## config.mk

```make
export PLATFORM = sky130hd
export DESIGN_NAME = bracket_argument_splitter_core
export DESIGN_NICKNAME = d
export VERILOG_FILES = /design/src/rtl/bas_pkg.sv /design/src/rtl/bas_front.sv /design/src/rtl/bas_fifo.sv /design/src/rtl/bas_back.sv /design/src/rtl/bracket_argument_splitter_core.sv
export VERILOG_INCLUDE_DIRS = /design/src /design/src/rtl
export SDC_FILE = /design/constraint.sdc
export NUM_CORES = 1
export LEC_CHECK = 0
export BUFFER_PORTS_ARGS = -buffer_cell sky130_fd_sc_hd__buf_2
export CORE_ASPECT_RATIO = 0.8
export CORE_MARGIN = 4
export CORE_UTILIZATION = 45
export DETAILED_ROUTE_END_ITERATION = 10
export GPL_TIMING_DRIVEN = 0
export PLACE_DENSITY = 0.63
export SYNTH_ARGS = -nofsm -noshare
export SYNTH_HDL_FRONTEND = slang
export SYNTH_SLANG_ARGS = --single-unit
```

## constraint.sdc

```tcl
create_clock -name clk -period 5.95 [get_ports clk]
set_input_delay 1.19 -clock clk [delete_from_list [all_inputs] [get_ports clk]]
set_output_delay 1.19 -clock clk [all_outputs]
set_load 0.05 [all_outputs]
```

## src/rtl/bracket_argument_splitter_core_assert.svh

```systemverilog
// Assertion macros for the bracket argument splitter.
// Each macro expects signals named clk and rst_n in the enclosing module.
`ifndef BRACKET_ARGUMENT_SPLITTER_CORE_ASSERT_SVH
`define BRACKET_ARGUMENT_SPLITTER_CORE_ASSERT_SVH

// The consequent must hold in the same cycle as the antecedent.
`define BAS_ASSERT_IMP(label, ante, cons, msg) \
  label: assert property (@(posedge clk) disable iff (!rst_n) (ante) |-> (cons)) \
    else $error(msg);

// The consequent must hold in the cycle after the antecedent.
`define BAS_ASSERT_NXT(label, ante, cons, msg) \
  label: assert property (@(posedge clk) disable iff (!rst_n) (ante) |=> (cons)) \
    else $error(msg);

`endif

```

## src/rtl/bas_pkg.sv

```systemverilog
`default_nettype none

package bas_pkg;

  localparam int POS_BITS_DEF      = 16;
  localparam int DEPTH_BITS_DEF    = 8;
  localparam int MAX_POSITIONS_DEF = 1024;

  localparam int POS_W   = 16;
  localparam int ARGC_W  = 11;
  localparam int CLOSE_W = 17;
  localparam int LIMIT_W = 12;
  localparam int CFG_W   = 32;
  localparam int ADDR_W  = 2;

  localparam logic [ADDR_W-1:0] ADDR_POSITION_LIMIT = 2'd0;

  localparam int FIFO_DEPTH    = 4;
  localparam int FIFO_IDX_BITS = 2;

  localparam logic [7:0] CH_NUL    = 8'h00;
  localparam logic [7:0] CH_OPEN   = 8'h28;
  localparam logic [7:0] CH_CLOSE  = 8'h29;
  localparam logic [7:0] CH_COMMA  = 8'h2C;
  localparam logic [7:0] CH_SQUOTE = 8'h27;
  localparam logic [7:0] CH_DQUOTE = 8'h22;
  localparam logic [7:0] CH_BSLASH = 8'h5C;

  typedef enum logic [1:0] {
    KIND_SEP       = 2'd0,
    KIND_MATCH     = 2'd1,
    KIND_UNMATCHED = 2'd2
  } kind_t;

  typedef enum logic [1:0] {
    QUOTE_NONE   = 2'd0,
    QUOTE_SINGLE = 2'd1,
    QUOTE_DOUBLE = 2'd2
  } quote_t;

  // Work left by one input item for the back end: an optional separator
  // position followed by an optional summary.
  typedef struct packed {
    logic                rec;
    logic [POS_W-1:0]    rec_pos;
    logic                sum;
    kind_t               sum_kind;
    logic [ARGC_W-1:0]   argc;
    logic [CLOSE_W-1:0]  close_pos;
  } event_t;

endpackage

`default_nettype wire

```

## src/rtl/bas_front.sv

```systemverilog
`default_nettype none

module bas_front #(
  parameter int POS_BITS      = bas_pkg::POS_BITS_DEF,
  parameter int DEPTH_BITS    = bas_pkg::DEPTH_BITS_DEF,
  parameter int MAX_POSITIONS = bas_pkg::MAX_POSITIONS_DEF
) (
  input  logic                        clk,
  input  logic                        rst_n,
  input  logic                        in_valid,
  output logic                        in_ready,
  input  logic [7:0]                  in_ch,
  input  logic [bas_pkg::LIMIT_W-1:0] limit,
  input  logic                        fifo_full,
  output logic                        push,
  output bas_pkg::event_t             ev
);
  import bas_pkg::*;

  localparam int CNT_BITS = $clog2(MAX_POSITIONS + 1);
  localparam logic [DEPTH_BITS-1:0] DEPTH_ONE = DEPTH_BITS'(1);

  logic [POS_BITS-1:0]   pos_r, pos_nxt;
  logic [DEPTH_BITS-1:0] depth_r, depth_nxt;
  quote_t                quote_r, quote_nxt;
  logic                  bs_r, bs_nxt;
  logic [CNT_BITS-1:0]   count_r, count_nxt;
  logic                  done_r, done_nxt;

  logic        accept;
  logic        quoted;
  logic        may_rec;
  logic        rec;
  logic        sum;
  logic [31:0] pos_ext;
  logic [31:0] argc_ext;

  assign in_ready = !fifo_full;
  assign accept   = in_valid && !fifo_full;
  assign push     = accept && (rec || sum);

  always_comb begin
    quote_nxt = quote_r;
    if (in_ch == CH_NUL) begin
      quote_nxt = QUOTE_NONE;
    end else if (!done_r) begin
      case (quote_r)
        QUOTE_NONE: begin
          if (in_ch == CH_SQUOTE) begin
            quote_nxt = QUOTE_SINGLE;
          end else if (in_ch == CH_DQUOTE) begin
            quote_nxt = QUOTE_DOUBLE;
          end
        end
        QUOTE_SINGLE: begin
          if (in_ch == CH_SQUOTE && !bs_r) begin
            quote_nxt = QUOTE_NONE;
          end
        end
        QUOTE_DOUBLE: begin
          if (in_ch == CH_DQUOTE && !bs_r) begin
            quote_nxt = QUOTE_NONE;
          end
        end
        default: quote_nxt = QUOTE_NONE;
      endcase
    end
  end

  always_comb begin
    quoted = (quote_r != QUOTE_NONE);
  end

  assign may_rec = (32'(count_r) < 32'(MAX_POSITIONS)) &&
                   (limit[LIMIT_W-1] || (32'(count_r) < 32'(limit[LIMIT_W-2:0])));

  always_comb begin
    pos_nxt   = pos_r;
    depth_nxt = depth_r;
    bs_nxt    = bs_r;
    count_nxt = count_r;
    done_nxt  = done_r;
    rec       = 1'b0;
    sum       = 1'b0;
    if (in_ch == CH_NUL) begin
      sum       = !done_r;
      pos_nxt   = '0;
      depth_nxt = '0;
      bs_nxt    = 1'b0;
      count_nxt = '0;
      done_nxt  = 1'b0;
    end else if (!done_r) begin
      bs_nxt  = (in_ch == CH_BSLASH);
      pos_nxt = pos_r + 1'b1;
      if (!quoted) begin
        case (in_ch)
          CH_OPEN: begin
            if (depth_r != '1) begin
              depth_nxt = depth_r + 1'b1;
              rec       = (depth_r == '0) && may_rec;
            end
          end
          CH_CLOSE: begin
            if (depth_r != '0) begin
              depth_nxt = depth_r - 1'b1;
              if (depth_r == DEPTH_ONE) begin
                rec      = may_rec;
                sum      = 1'b1;
                done_nxt = 1'b1;
              end
            end
          end
          CH_COMMA: begin
            rec = (depth_r == DEPTH_ONE) && may_rec;
          end
          default: ;
        endcase
      end
      count_nxt = count_r + CNT_BITS'(rec);
    end
  end

  assign pos_ext  = 32'(pos_r);
  assign argc_ext = 32'(count_nxt) - 32'd1;

  always_comb begin
    ev.rec     = rec;
    ev.rec_pos = pos_ext[POS_W-1:0];
    ev.sum     = sum;
    if (in_ch == CH_NUL) begin
      ev.sum_kind  = KIND_UNMATCHED;
      ev.argc      = '1;
      ev.close_pos = '1;
    end else begin
      ev.sum_kind  = KIND_MATCH;
      ev.argc      = argc_ext[ARGC_W-1:0];
      ev.close_pos = {1'b0, pos_ext[CLOSE_W-2:0]};
    end
  end

  always_ff @(posedge clk) begin
    if (!rst_n) begin
      pos_r   <= '0;
      depth_r <= '0;
      quote_r <= QUOTE_NONE;
      bs_r    <= 1'b0;
      count_r <= '0;
      done_r  <= 1'b0;
    end else if (accept) begin
      pos_r   <= pos_nxt;
      depth_r <= depth_nxt;
      quote_r <= quote_nxt;
      bs_r    <= bs_nxt;
      count_r <= count_nxt;
      done_r  <= done_nxt;
    end
  end

endmodule

`default_nettype wire

```

## src/rtl/bas_fifo.sv

```systemverilog
`default_nettype none

module bas_fifo (
  input  logic                            clk,
  input  logic                            rst_n,
  input  logic                            push,
  input  bas_pkg::event_t                 din,
  input  logic                            pop,
  output bas_pkg::event_t                 dout,
  output logic                            empty,
  output logic                            full,
  output logic [bas_pkg::FIFO_IDX_BITS:0] count
);
  import bas_pkg::*;

  event_t                   entries_r [FIFO_DEPTH];
  logic [FIFO_IDX_BITS-1:0] wr_ptr_r, wr_ptr_nxt;
  logic [FIFO_IDX_BITS-1:0] rd_ptr_r, rd_ptr_nxt;
  logic [FIFO_IDX_BITS:0]   count_r, count_nxt;
  logic                     do_push;
  logic                     do_pop;

  assign empty   = (count_r == '0);
  assign full    = (count_r == (FIFO_IDX_BITS + 1)'(FIFO_DEPTH));
  assign count   = count_r;
  assign dout    = entries_r[rd_ptr_r];
  assign do_push = push && !full;
  assign do_pop  = pop && !empty;

  always_comb begin
    wr_ptr_nxt = wr_ptr_r + FIFO_IDX_BITS'(do_push);
    rd_ptr_nxt = rd_ptr_r + FIFO_IDX_BITS'(do_pop);
    count_nxt  = count_r + (FIFO_IDX_BITS + 1)'(do_push) - (FIFO_IDX_BITS + 1)'(do_pop);
  end

  always_ff @(posedge clk) begin
    if (do_push) begin
      entries_r[wr_ptr_r] <= din;
    end
  end

  always_ff @(posedge clk) begin
    if (!rst_n) begin
      wr_ptr_r <= '0;
      rd_ptr_r <= '0;
      count_r  <= '0;
    end else begin
      wr_ptr_r <= wr_ptr_nxt;
      rd_ptr_r <= rd_ptr_nxt;
      count_r  <= count_nxt;
    end
  end

endmodule

`default_nettype wire

```

## src/rtl/bas_back.sv

```systemverilog
`default_nettype none

module bas_back (
  input  logic                               clk,
  input  logic                               rst_n,
  input  logic                               empty,
  input  bas_pkg::event_t                    head,
  output logic                               pop,
  output logic                               out_valid,
  input  logic                               out_ready,
  output logic [1:0]                         out_kind,
  output logic [bas_pkg::POS_W-1:0]          out_position,
  output logic signed [bas_pkg::ARGC_W-1:0]  out_arg_count,
  output logic signed [bas_pkg::CLOSE_W-1:0] out_closing_pos,
  output logic                               out_last
);
  import bas_pkg::*;

  logic                out_valid_r, out_valid_nxt;
  kind_t               kind_r, kind_nxt;
  logic [POS_W-1:0]    position_r, position_nxt;
  logic [ARGC_W-1:0]   argc_r, argc_nxt;
  logic [CLOSE_W-1:0]  close_r, close_nxt;
  logic                last_r, last_nxt;
  logic                phase_r, phase_nxt;
  logic                load;

  assign load = !empty && (!out_valid_r || out_ready);

  always_comb begin
    pop           = 1'b0;
    phase_nxt     = phase_r;
    kind_nxt      = kind_r;
    position_nxt  = position_r;
    argc_nxt      = argc_r;
    close_nxt     = close_r;
    last_nxt      = last_r;
    out_valid_nxt = load || (out_valid_r && !out_ready);
    if (load) begin
      if (head.rec && !phase_r) begin
        kind_nxt     = KIND_SEP;
        position_nxt = head.rec_pos;
        argc_nxt     = '0;
        close_nxt    = '0;
        last_nxt     = 1'b0;
        if (head.sum) begin
          phase_nxt = 1'b1;
        end else begin
          pop = 1'b1;
        end
      end else begin
        kind_nxt     = head.sum_kind;
        position_nxt = '0;
        argc_nxt     = head.argc;
        close_nxt    = head.close_pos;
        last_nxt     = 1'b1;
        phase_nxt    = 1'b0;
        pop          = 1'b1;
      end
    end
  end

  always_ff @(posedge clk) begin
    if (!rst_n) begin
      out_valid_r <= 1'b0;
      phase_r     <= 1'b0;
    end else begin
      out_valid_r <= out_valid_nxt;
      phase_r     <= phase_nxt;
    end
  end

  always_ff @(posedge clk) begin
    kind_r     <= kind_nxt;
    position_r <= position_nxt;
    argc_r     <= argc_nxt;
    close_r    <= close_nxt;
    last_r     <= last_nxt;
  end

  assign out_valid       = out_valid_r;
  assign out_kind        = kind_r;
  assign out_position    = position_r;
  assign out_arg_count   = argc_r;
  assign out_closing_pos = close_r;
  assign out_last        = last_r;

endmodule

`default_nettype wire

```

## src/rtl/bracket_argument_splitter_core.sv

```systemverilog
// Bracket argument splitter. A string enters one character per item on the
// in_ channel, starting at an opening bracket; a zero character ends it.
// Results leave on the out_ channel: one item for the depth-one opening
// bracket, each depth-one comma and the matching closing bracket, then a
// match summary with the argument count and closing position, or an
// unmatched summary if the string ends first. The summary carries out_last.
// The scanner takes one character per cycle while the queue has room and
// writes its results into a four-entry queue; the output stage drains one
// result per cycle while the receiver is ready, so a character that yields
// both a position and a summary leaves as two results. Each result is held
// in the queue and then in the output register. When the receiver stalls,
// the queue fills and in_ready drops once it is full. The position_limit
// register sits at address 0 of the cfg_ port and resets to -1 (no limit).
// Reset is synchronous, clears scanner and queue and leaves in_ready high.
`default_nettype none
`include "bracket_argument_splitter_core_assert.svh"

module bracket_argument_splitter_core #(
  parameter int POS_BITS      = bas_pkg::POS_BITS_DEF,
  parameter int DEPTH_BITS    = bas_pkg::DEPTH_BITS_DEF,
  parameter int MAX_POSITIONS = bas_pkg::MAX_POSITIONS_DEF
) (
  input  logic                               clk,
  input  logic                               rst_n,
  input  logic                               in_valid,
  output logic                               in_ready,
  input  logic [7:0]                         in_ch,
  output logic                               out_valid,
  input  logic                               out_ready,
  output logic [1:0]                         out_kind,
  output logic [bas_pkg::POS_W-1:0]          out_position,
  output logic signed [bas_pkg::ARGC_W-1:0]  out_arg_count,
  output logic signed [bas_pkg::CLOSE_W-1:0] out_closing_pos,
  output logic                               out_last,
  input  logic                               cfg_psel,
  input  logic                               cfg_penable,
  input  logic                               cfg_pwrite,
  input  logic [bas_pkg::ADDR_W-1:0]         cfg_paddr,
  input  logic [bas_pkg::CFG_W-1:0]          cfg_pwdata,
  output logic [bas_pkg::CFG_W-1:0]          cfg_prdata,
  output logic                               cfg_pready
);
  import bas_pkg::*;

  logic [LIMIT_W-1:0]     limit_r, limit_nxt;
  logic                   cfg_wr;
  logic                   push;
  logic                   pop;
  logic                   fifo_empty;
  logic                   fifo_full;
  logic [FIFO_IDX_BITS:0] fifo_count;
  event_t                 ev;
  event_t                 head;

  assign cfg_pready = 1'b1;
  assign cfg_wr     = cfg_psel && cfg_penable && cfg_pwrite && (cfg_paddr == ADDR_POSITION_LIMIT);

  always_comb begin
    limit_nxt = cfg_wr ? cfg_pwdata[LIMIT_W-1:0] : limit_r;
    if (cfg_paddr == ADDR_POSITION_LIMIT) begin
      cfg_prdata = {{(CFG_W - LIMIT_W){limit_r[LIMIT_W-1]}}, limit_r};
    end else begin
      cfg_prdata = '0;
    end
  end

  always_ff @(posedge clk) begin
    if (!rst_n) begin
      limit_r <= '1;
    end else begin
      limit_r <= limit_nxt;
    end
  end

  bas_front #(
    .POS_BITS      (POS_BITS),
    .DEPTH_BITS    (DEPTH_BITS),
    .MAX_POSITIONS (MAX_POSITIONS)
  ) u_front (
    .clk       (clk),
    .rst_n     (rst_n),
    .in_valid  (in_valid),
    .in_ready  (in_ready),
    .in_ch     (in_ch),
    .limit     (limit_r),
    .fifo_full (fifo_full),
    .push      (push),
    .ev        (ev)
  );

  bas_fifo u_fifo (
    .clk   (clk),
    .rst_n (rst_n),
    .push  (push),
    .din   (ev),
    .pop   (pop),
    .dout  (head),
    .empty (fifo_empty),
    .full  (fifo_full),
    .count (fifo_count)
  );

  bas_back u_back (
    .clk             (clk),
    .rst_n           (rst_n),
    .empty           (fifo_empty),
    .head            (head),
    .pop             (pop),
    .out_valid       (out_valid),
    .out_ready       (out_ready),
    .out_kind        (out_kind),
    .out_position    (out_position),
    .out_arg_count   (out_arg_count),
    .out_closing_pos (out_closing_pos),
    .out_last        (out_last)
  );

  `BAS_ASSERT_IMP(a_queue_bound, 1'b1, fifo_count <= (FIFO_IDX_BITS + 1)'(FIFO_DEPTH), "queue overfilled")
  `BAS_ASSERT_IMP(a_ready_only_full, !in_ready, fifo_full, "input stalled with queue space left")
  `BAS_ASSERT_IMP(a_last_on_summary, out_valid, out_last == (out_kind != KIND_SEP), "last flag does not match kind")
  `BAS_ASSERT_IMP(a_unmatched_fields, out_valid && out_kind == KIND_UNMATCHED, out_arg_count == '1 && out_closing_pos == '1, "unmatched summary fields wrong")
  `BAS_ASSERT_NXT(a_result_after_push, !fifo_empty && !out_valid, out_valid, "queued result not presented")

endmodule

`default_nettype wire

```

Word level (Yosys, flattened, before mapping)

Memory sizes are Yosys's and may differ from the RTL's. A register that Yosys moved wholly into a read port is not among the register bits.
Index checks and enable logic that the tools add are counted.

$add $sub $neg: 9
$lt $le $gt $ge: 2
Equal/unequal tests: 19
Multiplexer cells: 47
Reductions and logical operators: 38

Operators with widths:

| kind                                                | number |
|---|---|
| == test 8 x 6 -> 1 bit (second input constant)      | 5 |
| two-way mux 8 bit                                   | 5 |
| two-way mux 16 bit                                  | 2 |
| two-way mux 32 bit                                  | 1 |
| two-way mux 30 bit                                  | 1 |
| two-way mux 1 bit                                   | 26 |
| two-way mux 11 bit                                  | 2 |
| adder 16 x 1 -> 16 bit (second input constant)      | 1 |
| logical NOT 8 bit                                   | 2 |
| one-hot mux 8 bit (2 select lines)                  | 1 |
| logical AND 1 bit                                   | 15 |
| two-way mux 2 bit                                   | 7 |
| != test 3 x 1 -> 1 bit (second input constant)      | 4 |
| adder 11 x 1 -> 11 bit                              | 1 |
| < comparator 11 bit                                 | 1 |
| < comparator 11 bit (second input constant)         | 1 |
| subtractor 11 x 1 -> 11 bit (second input constant) | 1 |
| adder 8 x 1 -> 8 bit (second input constant)        | 1 |
| == test 8 x 1 -> 1 bit (second input constant)      | 1 |
| == test 8 x 7 -> 1 bit (second input constant)      | 1 |
| != test 8 bit (second input constant)               | 1 |
| nonzero test 8 bit                                  | 1 |
| subtractor 8 x 1 -> 8 bit (second input constant)   | 1 |
| logical NOT 1 bit                                   | 7 |
| other kinds (18)                                    | 26 |

Register bits: 107
Memory bits (writable): 192
Input bits: 49
Output and inout port bits: 82
Word-level logic and storage cells: 133
Memories kept: 1

Memory list:

| memory           | depth | width | rd ports | clocked after Yosys merged registers in | wr ports | RTL line       | source |
|---|---|---|---|---|---|---|---|
| u_fifo.entries_r | 4     | 48    | 1        | 1                                       | 1        | bas_fifo.sv:16 | `event_t entries_r [FIFO_DEPTH];` |

Longest topological paths before layout

Gate-level depths: netlist of run 1.

Depth in word-level cells: 16
Depth in mapped cells: 18
Mapped depth without buffers: 18

Modules after synthesis

Synthesis of run 1 repeated with hierarchy kept, for this count alone.

Cell total of the unflattened synthesis: 876
Area total of the unflattened synthesis: 13016.2 µm²

By module, submodules not included:

| module                         | times used | cells each | area each (µm²) | seq. area each (µm²) |
|---|---|---|---|---|
| bas_fifo                       | 1          | 286        | 7359.6          | 5905.7 |
| bas_front                      | 1          | 402        | 2997.9          | 780.7 |
| bas_back                       | 1          | 109        | 1928.1          | 1451.4 |
| bracket_argument_splitter_core | 1          | 79         | 730.7           | 240.2 |

Least setup slack after synthesis of run 1

OpenSTA, ideal clock, no wires.

Kind: input to register
From: input in_ch[4]
To: memory u_fifo.entries_r[0][0] (netlist bit), enable pin
Arrival: 5801 ps
Required time: 5428 ps
Setup slack: -373 ps
Stages on the path: 6
Path buffers: 0
Cell sequence: nor4b_4 -> nor3b_1 -> o21ai_0 -> a21oi_1 -> o2111ai_1 -> a211oi_1

Word-level cells in the longest chain between the ends: 12
Elaborated cells between the ends (all ways): 19
Those cells by class: eq/ne: 3; mux: 12; reduce/logical: 4

RTL lines:

| item                                      | RTL line                             | source |
|---|---|---|
| start, declared                           | bracket_argument_splitter_core.sv:27 | `input logic [7:0] in_ch,` |
| == test 8 x 6 -> 1 bit                    | bas_front.sv:96                      | `case (in_ch)` |
| one-hot mux 1 bit (3 select lines)        | bas_front.sv:96                      |  |
| two-way mux 1 bit                         | bas_front.sv:95                      | `if (!quoted) begin` |
| two-way mux 1 bit                         | bas_front.sv:92                      | `end else if (!done_r) begin` |
| two-way mux 1 bit                         | bas_front.sv:85                      | `if (in_ch == CH_NUL) begin` |
| two-way mux 1 bit                         | bas_front.sv:92                      |  |
| two-way mux 1 bit                         | bas_front.sv:85                      |  |
| logical OR 1 bit *                        | bas_front.sv:40                      | `assign push = accept && (rec \|\| sum);` |
| logical AND 1 bit *                       | bas_front.sv:40                      |  |
| logical AND 1 bit *                       | bas_fifo.sv:27                       | `assign do_push = push && !full;` |
| two-way mux 1 bit *                       | bas_fifo.sv:37                       | `if (do_push) begin` |
| two-way mux 1 bit (implied by the code) * | bas_fifo.sv:38                       | `entries_r[wr_ptr_r] <= din;` |
| end, declared                             | bas_fifo.sv:16                       |  |

Every way passes the cells marked *; elsewhere a longest branch is shown, timed or not. The select of a mux whose other input is x is not followed.

==> results.json, run 1 <==
{
  "finalSetupViolations": 0,
  "hpwl_um": 17400,
  "ys.flop_type": "edfxtp_1",
  "async_reset_ff_frac": 0,
  "crit_type": "in -> reg",
  "drv_slew": 0,
  "arrival_ns": 4.90,
  "r2r_cells": 15,
  "hold_path_depth": 2,
  "swShare": 0.323,
  "ctsHoldBuffers": 0,
  "timing.fmax_mhz": 217,
  "crit_required_ns": 6.24,
  "route.vias.total": 7329,
  "mostFrequentLayoutCells": "edfxtp_1 (234), buf_2 (115), dfxtp_1 (60)",
  "wirelength_um": 25400,
  "ir_worst_vdd_v": 0.000489,
  "io_pins": 131,
  "p_leak_nw": 5.54,
  "cts_resized": 0,
  "grt_max_degree": 30,
  "pre_cts_ws_ns": 0.777,
  "p_int_mw": 4.22,
  "wl_per_cell_um": 18.1,
  "ys_ff_latch": 294,
  "layout.nets": 1081,
  "synth-edff-count": 234,
  "p_per_area_nw_per_um2": 418,
  "clock_path_buffers": 3,
  "crit_path_max_fanout": 6,
  "cap_violations": 0,
  "finalCritPeriodShare": 0.774,
  "ys_warn_count": 0,
  "synthCells": 858,
  "ys_types": 63,
  "fin_worst_skew_ns": 0.0274,
  "cts_max_level": 1,
  "holdCritPathClass": "reg -> reg",
  "p_switching_mw": 2.01,
  "cts.sinks": 294,
  "via_per_inst": 5.25,
  "synth_top_area_share": 0.563,
  "grt_pass1_wl_um": 40800,
  "layout_setup_ws_ns": 1.34,
  "row_count": 54,
  "firstDrtPassIters": 4,
  "antenna_left": 0,
  "initial_utilization": 0.458,
  "fin_setup_tns_ns": 0,
  "r2r_setup_slack_ns": 1.45,
  "cp-end-kind": "register",
  "pwr-share-seq": 0.407,
  "synth_area_um2": 12500,
  "synthTopCellsByArea": "edfxtp_1 (56%), dfxtp_1 (9.6%), mux4_2 (8.5%), ha_1 (2.2%), nor2b_1 (2.2%)",
  "syn_nets": 930,
  "cts_made_buffers": 30,
  "rsz0062_at_grt": "no",
  "die_x_um": 194,
  "drcViolationCount": 0,
  "drt-initial-drc-count": 543,
  "grt_use_total": 0.168,
  "hold_violations": 0,
  "drive_gt1_frac": 0.254,
  "fin_crit_ns": 4.61,
  "final_core_util": 0.546,
  "tightest_slew_ns": 0.962,
  "power_frac_clock": 0.331,
  "status": "finished, final reports clean",
  "relSlewSlack": 0.357,
  "core_area_um2": 27300,
  "cts_tree": "yes",
  "yosysTopAreaCell": "edfxtp_1",
  "comb_power_share": 0.263,
  "clk_latency_ns": 0.57,
  "first_global_vias": 7161,
  "areaGrowthSynthToFinish_pct": 19.3,
  "n_antenna_cell": 0,
  "gp_congestion": 0.821,
  "ys_seq_area_frac": 0.659,
  "cts_root_buffer": "clkbuf_16",
  "cts_setup_buffers": 0,
  "die_h_um": 157,
  "synth.avg_cell_area_um2": 14.6,
  "path_clk_slew_ns": 0.06,
  "cp-start-kind": "input pin",
  "antenna_found_initial": 0,
  "grt_overflow_total": 0,
  "io_buffer_count": 109,
  "final_common_cell": "edfxtp_1",
  "die_area_um2": 30500
}
-- worst paths after layout --
path / end / from
worst min register to register: u_back.out_valid / u_back.out_valid
worst max-delay path: u_fifo.entries_r[1][27] / in_ch[4]
worst max register to register: u_fifo.entries_r[1][27] / u_front.count_r[1]
worst min-delay path: u_back.out_valid / u_back.out_valid
-- layout make-up --
class / instances / area (um2)
Inverter: 23 / 86.3
Fill cell: 2277 / 12400
Clock buffer: 32 / 768
Buffer: 59 / 319
Multi-Input combinational cell: 482 / 3920
Sequential cell: 294 / 8230
Timing Repair Buffer: 119 / 778
Tap cell: 364 / 455
Clock inverter: 24 / 348
-- worst max-delay path, stage by stage --
cell and delay [ns]:
buf_2 0.14, nor4b_4 0.44, nor3b_1 0.23, o21ai_0 0.11, a21oi_1 0.25, and2_1 0.17
ha_1 0.21, ha_1 0.28, mux2_2 0.29, nand2_1 0.07, ha_1 0.23, inv_1 0.06
o31ai_1 0.50, o2111ai_1 0.30, o31a_1 0.43
-- sequential cells by signal (all words and copies together), names as in the netlist, 2 cells and up --
| register | count |
|---|---|
| u_fifo.entries_r | 188 |
| u_back.out_closing_pos | 17 |
| u_front.depth_r | 8 |
| limit_r | 12 |
| u_back.out_arg_count | 11 |
| u_front.pos_r | 16 |
| u_front.count_r | 11 |
| u_fifo.count | 3 |
| u_back.out_position | 16 |
| u_fifo.wr_ptr_r | 2 |
| u_front.quote_r | 2 |
| u_fifo.rd_ptr_r | 2 |
-- logic make-up (layout without fill, tap and decap cells) --
kind of cell	Yosys count	in the layout	share of synthesized area
flip-flops	294	294	0.659
AND/OR/NAND/NOR	277	277	0.125
AO/OA/AOI/OAI	99	99	0.0500
buffers and inverters	82	257	0.0325
multiplexers	52	52	0.0890
XOR/XNOR	30	30	0.0210
adder cells (fa/ha/maj)	23	23	0.0236
other	1	1	0.000300
-- stage by stage --
step	power (mW)	hold WS, ns	area, um2	instances
after global placement	4.23	0.464	13500	1331
after detailed placement	4.24	0.503	13800	1341
after floorplan	3.85	0.454	12500	858
after CTS	6.30	0.513	14900	1397
after global routing	6.50	0.561	14900	1397
final	6.22	0.511	14900	1397
-- cells in the mapped netlist, drive strengths merged, types with 4 or more instances --
cell / number
ha: 22
a22oi: 5
nand3: 10
xnor2: 18
nor4: 6
dfxtp: 60
nor2b: 44
mux4: 47
nand2b: 20
nand4b: 4
xor2: 12
nor3: 25
inv: 23
edfxtp: 234
nand4: 8
buf: 31
o211ai: 12
and4: 6
nand2: 54
and3: 7
a21oi: 29
or3: 11
nor2: 37
o21ai: 26
clkbuf: 28
and2: 32
-- metal layers --
layer	track usage	share of wire	up-vias	wire length (um)
met4	0.0355	0.017	0	426
met2	0.262	0.46	168	11600
met1	0.252	0.47	3610	12000
met5	0	0	-	0
met3	0.0272	0.053	32	1340
li1	-	-	3519	-
-- power by group through the flow --
| stage | combinational (mW) | sequential [mW] | clock [mW] |
|---|---|---|---|
| detailed placement | 1.66 | 2.58 | 0 |
| global placement | 1.62 | 2.61 | 0 |
| global route | 1.75 | 2.55 | 2.20 |
| CTS | 1.67 | 2.53 | 2.10 |
| floorplan | 0.680 | 3.17 | 0 |
| finish | 1.63 | 2.53 | 2.06 |
(Power assumes the default switching activity.)
==> run 2, diff against run 1 <==
--- a/config.mk
+++ b/config.mk
@@ -6,6 +6,7 @@
 export SDC_FILE = /design/constraint.sdc
 export NUM_CORES = 1
 export LEC_CHECK = 0
+export ABC_AREA = 1
 export BUFFER_PORTS_ARGS = -buffer_cell sky130_fd_sc_hd__buf_2
 export CORE_ASPECT_RATIO = 0.8
 export CORE_MARGIN = 4
==> constraint.sdc (replaced) <==
create_clock -name clk -period 3.7 [get_ports clk]
set_input_delay 0.74 -clock clk [delete_from_list [all_inputs] [get_ports clk]]
set_output_delay 0.74 -clock clk [all_outputs]
set_load 0.05 [all_outputs]
==> run 2 against run 1 <==
Count of clock-buffer cells in the layout increased by 10. Synthesized area is 5.4% higher. Die area increased by 5.1%. Routed wire length rose by 23%. Cell area grew 1.9%. Register-to-register slack lost 1.1 ns. Synthesized cell count grew 54%. Critical path depth is 8 higher. Setup slack worse by 0.97 ns. Via count is 31% higher. Cell count is 33% higher. Core utilization is 1.4 points lower.
==> results.json, run 2 <==
{
  "status": "finished, final reports clean",
  "dpl.cell_count": 1806,
  "wirelength_um": 31100,
  "via_per_inst": 5.18,
  "n_antenna_cell": 0,
  "drt-initial-drc-count": 838,
  "areaGrowthSynthToFinish_pct": 15.3,
  "hpwl_um": 21500,
  "synth.avg_cell_area_um2": 9.95,
  "first_global_vias": 8980,
  "muxShareOfSynthArea": 0,
  "antenna_left": 0,
  "clk_latency_ns": 0.56,
  "grt_overflow_total": 0,
  "synth_top_area_share": 0.534,
  "arrival_ns": 3.63,
  "cts_root_buffer": "clkbuf_16",
  "cts.sinks": 294,
  "final_common_cell": "edfxtp_1",
  "grt_max_degree": 37,
  "die_area_um2": 32100,
  "tightest_slew_ns": 1.20,
  "yosysMostFrequentCell": "edfxtp_1",
  "placed_area_um2": 14300,
  "ir_worst_vdd_v": 0.000403,
  "regMostFlops": "u_fifo.entries_r",
  "cp-start-kind": "register",
  "clock_path_buffers": 3,
  "holdWs_ns": 0.398,
  "wl_per_cell_um": 16.7,
  "yosys.area_share.xor_xnor": 0.0133,
  "initial_utilization": 0.461,
  "io_pins": 131,
  "drcViolationCount": 0,
  "grt_use_total": 0.193,
  "io_buffer_count": 109,
  "yosys.area_share.simple": 0.177,
  "ys_types": 42,
  "route.vias.total": 9616,
  "netlist_top_cells_count": "edfxtp_1 (234), nor2_1 (223), nand2_1 (212), inv_1 (119), o21ai_0 (117)",
  "drive_gt1_frac": 0.156,
  "firstDrtPassIters": 5,
  "cts_tree": "yes",
  "grt_pass1_wl_um": 49200,
  "ys_seq_area_frac": 0.625,
  "largest_register_ffs": 188,
  "fin_crit_ns": 3.33,
  "gp_congestion": 0.873,
  "final_core_util": 0.531,
  "die_x_um": 199,
  "yosysTopAreaCell": "edfxtp_1",
  "ys_warn_count": 0,
  "hold_violations": 0,
  "crit_required_ns": 4.01,
  "cap_violations": 0,
  "synth_area_um2": 13200,
  "synthTopCellsByArea": "edfxtp_1 (53%), dfxtp_1 (9.1%), nor2_1 (6.4%), nand2_1 (6.0%), o21ai_0 (4.4%)",
  "crit_type": "reg -> reg",
  "fin_worst_skew_ns": 0.0208,
  "row_count": 55,
  "synth_top_family_by_area": "simple AND/OR/NAND/NOR gates",
  "synthAdderAreaFrac": 0.0224,
  "fin_setup_tns_ns": 0,
  "stdcell_area_um2": 15200,
  "cts_max_level": 1,
  "cts_made_buffers": 29,
  "async_reset_ff_frac": 0,
  "drv_slew": 0,
  "crit_path_max_fanout": 6,
  "relSlewSlack": 0.198,
  "p_leak_nw": 6.35,
  "holdCritPathClass": "in -> reg",
  "instances_no_fill": 1858,
  "syn_nets": 1394,
  "rsz0062_at_grt": "no",
  "synth_compound_area_frac": 0.0944,
  "cp-end-kind": "register",
  "ys.flop_type": "edfxtp_1",
  "die_h_um": 161,
  "antenna_found_initial": 0,
  "timing.fmax_mhz": 300,
  "ctsHoldBuffers": 0,
  "finalSetupViolations": 0,
  "path_clk_slew_ns": 0.06,
  "synth-edff-count": 234,
  "finalCritPeriodShare": 0.900,
  "layout.nets": 1539,
  "p_per_area_nw_per_um2": 682,
  "core_area_um2": 28600,
  "synthCells": 1322,
  "mostFrequentLayoutCells": "edfxtp_1 (234), nor2_1 (217), nand2_1 (212)",
  "ys_ff_latch": 294
}
-- run 2: changes by cell type in the layout (fill, tap and decap cells not counted), moves of 34 or more --
cell / before / now
inv_1: 22 / 119
nand2_1: 53 / 212
a21oi_1: 25 / 59
nor2b_1: 44 / 0
nor2_1: 37 / 217
nand3_1: 10 / 46
o21ai_0: 11 / 117
mux4_2: 47 / 0
-- run 2: critical path, stage by stage (launching register included) --
cell and delay (ns):
dfxtp_1 0.37, ha_1 0.31, nand2_1 0.07, nor2_1 0.11, and2_1 0.14, nand2_1 0.04, nand3_1 0.06, nand2_1 0.09
nand3_1 0.08, inv_1 0.05, ha_1 0.21, ha_1 0.28, nor2_1 0.04, nor2_1 0.30, nand2_1 0.10, ha_1 0.19
inv_1 0.07, nor2_1 0.05, nand2_1 0.12, inv_1 0.09, nand2_1 0.07, nand3_1 0.06, nand2_1 0.10, inv_1 0.08
-- run 2: layout make-up --
type,instances,area [um2]
fillers,2504,13400
flip-flops and latches,294,8230
multi-input cells,825,4100
clock buffers,42,774
repair buffers,114,646
well taps,370,463
inverters,122,458
plain buffers,81,424
clock inverters,10,85.1
-- run 2: routing by layer --
layer / part of all wire / routed length (um) / global-route usage / up-vias
li1: - / - / - / 4762
met1: 0.46 / 14300 / 0.287 / 4504
met2: 0.45 / 13900 / 0.297 / 306
met3: 0.071 / 2190 / 0.0333 / 44
met4: 0.021 / 647 / 0.0438 / 0
met5: 0 / 0 / 0 / -
-- run 2: what timing repair did --
action                                  CTS  global route
buffers inserted                          0             0
resized for setup                         0             2
endpoints found under the setup margin    0             8
-- run 2: worst paths after layout --
| check | start | cells after the start | slack [ns] | to |
|---|---|---|---|---|
| min | cfg_pwdata[5] | 3 | 0.40 | limit_r[5] |
| min reg2reg | u_front.count_r[0] | 2 | 0.50 | u_front.count_r[0] |
| max reg2reg | u_front.count_r[6] | 23 | 0.37 | u_fifo.entries_r[2][25] |
| max | u_front.count_r[6] | 23 | 0.37 | u_fifo.entries_r[2][25] |
-- run 2: power by group --
group,total [mW],switching [mW],internal (mW)
combinational,3.40,2.62,0.783
clock,2.72,1.20,1.52
sequential,4.23,0.137,4.10
-- run 2: kinds of logic (layout without fill, tap and decap cells) --
group,Yosys count,after routing
other cells,1,1
buf+inv,203,369
compound gates,230,230
simple gates,551,551
flops,294,294
xor+xnor,20,20
fa+ha+maj,23,23
-- run 2: metrics by stage --
step	total power [mW]	setup WS (ns)
after floorplan	6.73	-0.401
final	10.3	0.371
after global placement	7.66	-2.49
after global routing	10.9	0.00954
after detailed placement	7.74	-0.222
after CTS	10.4	0.291
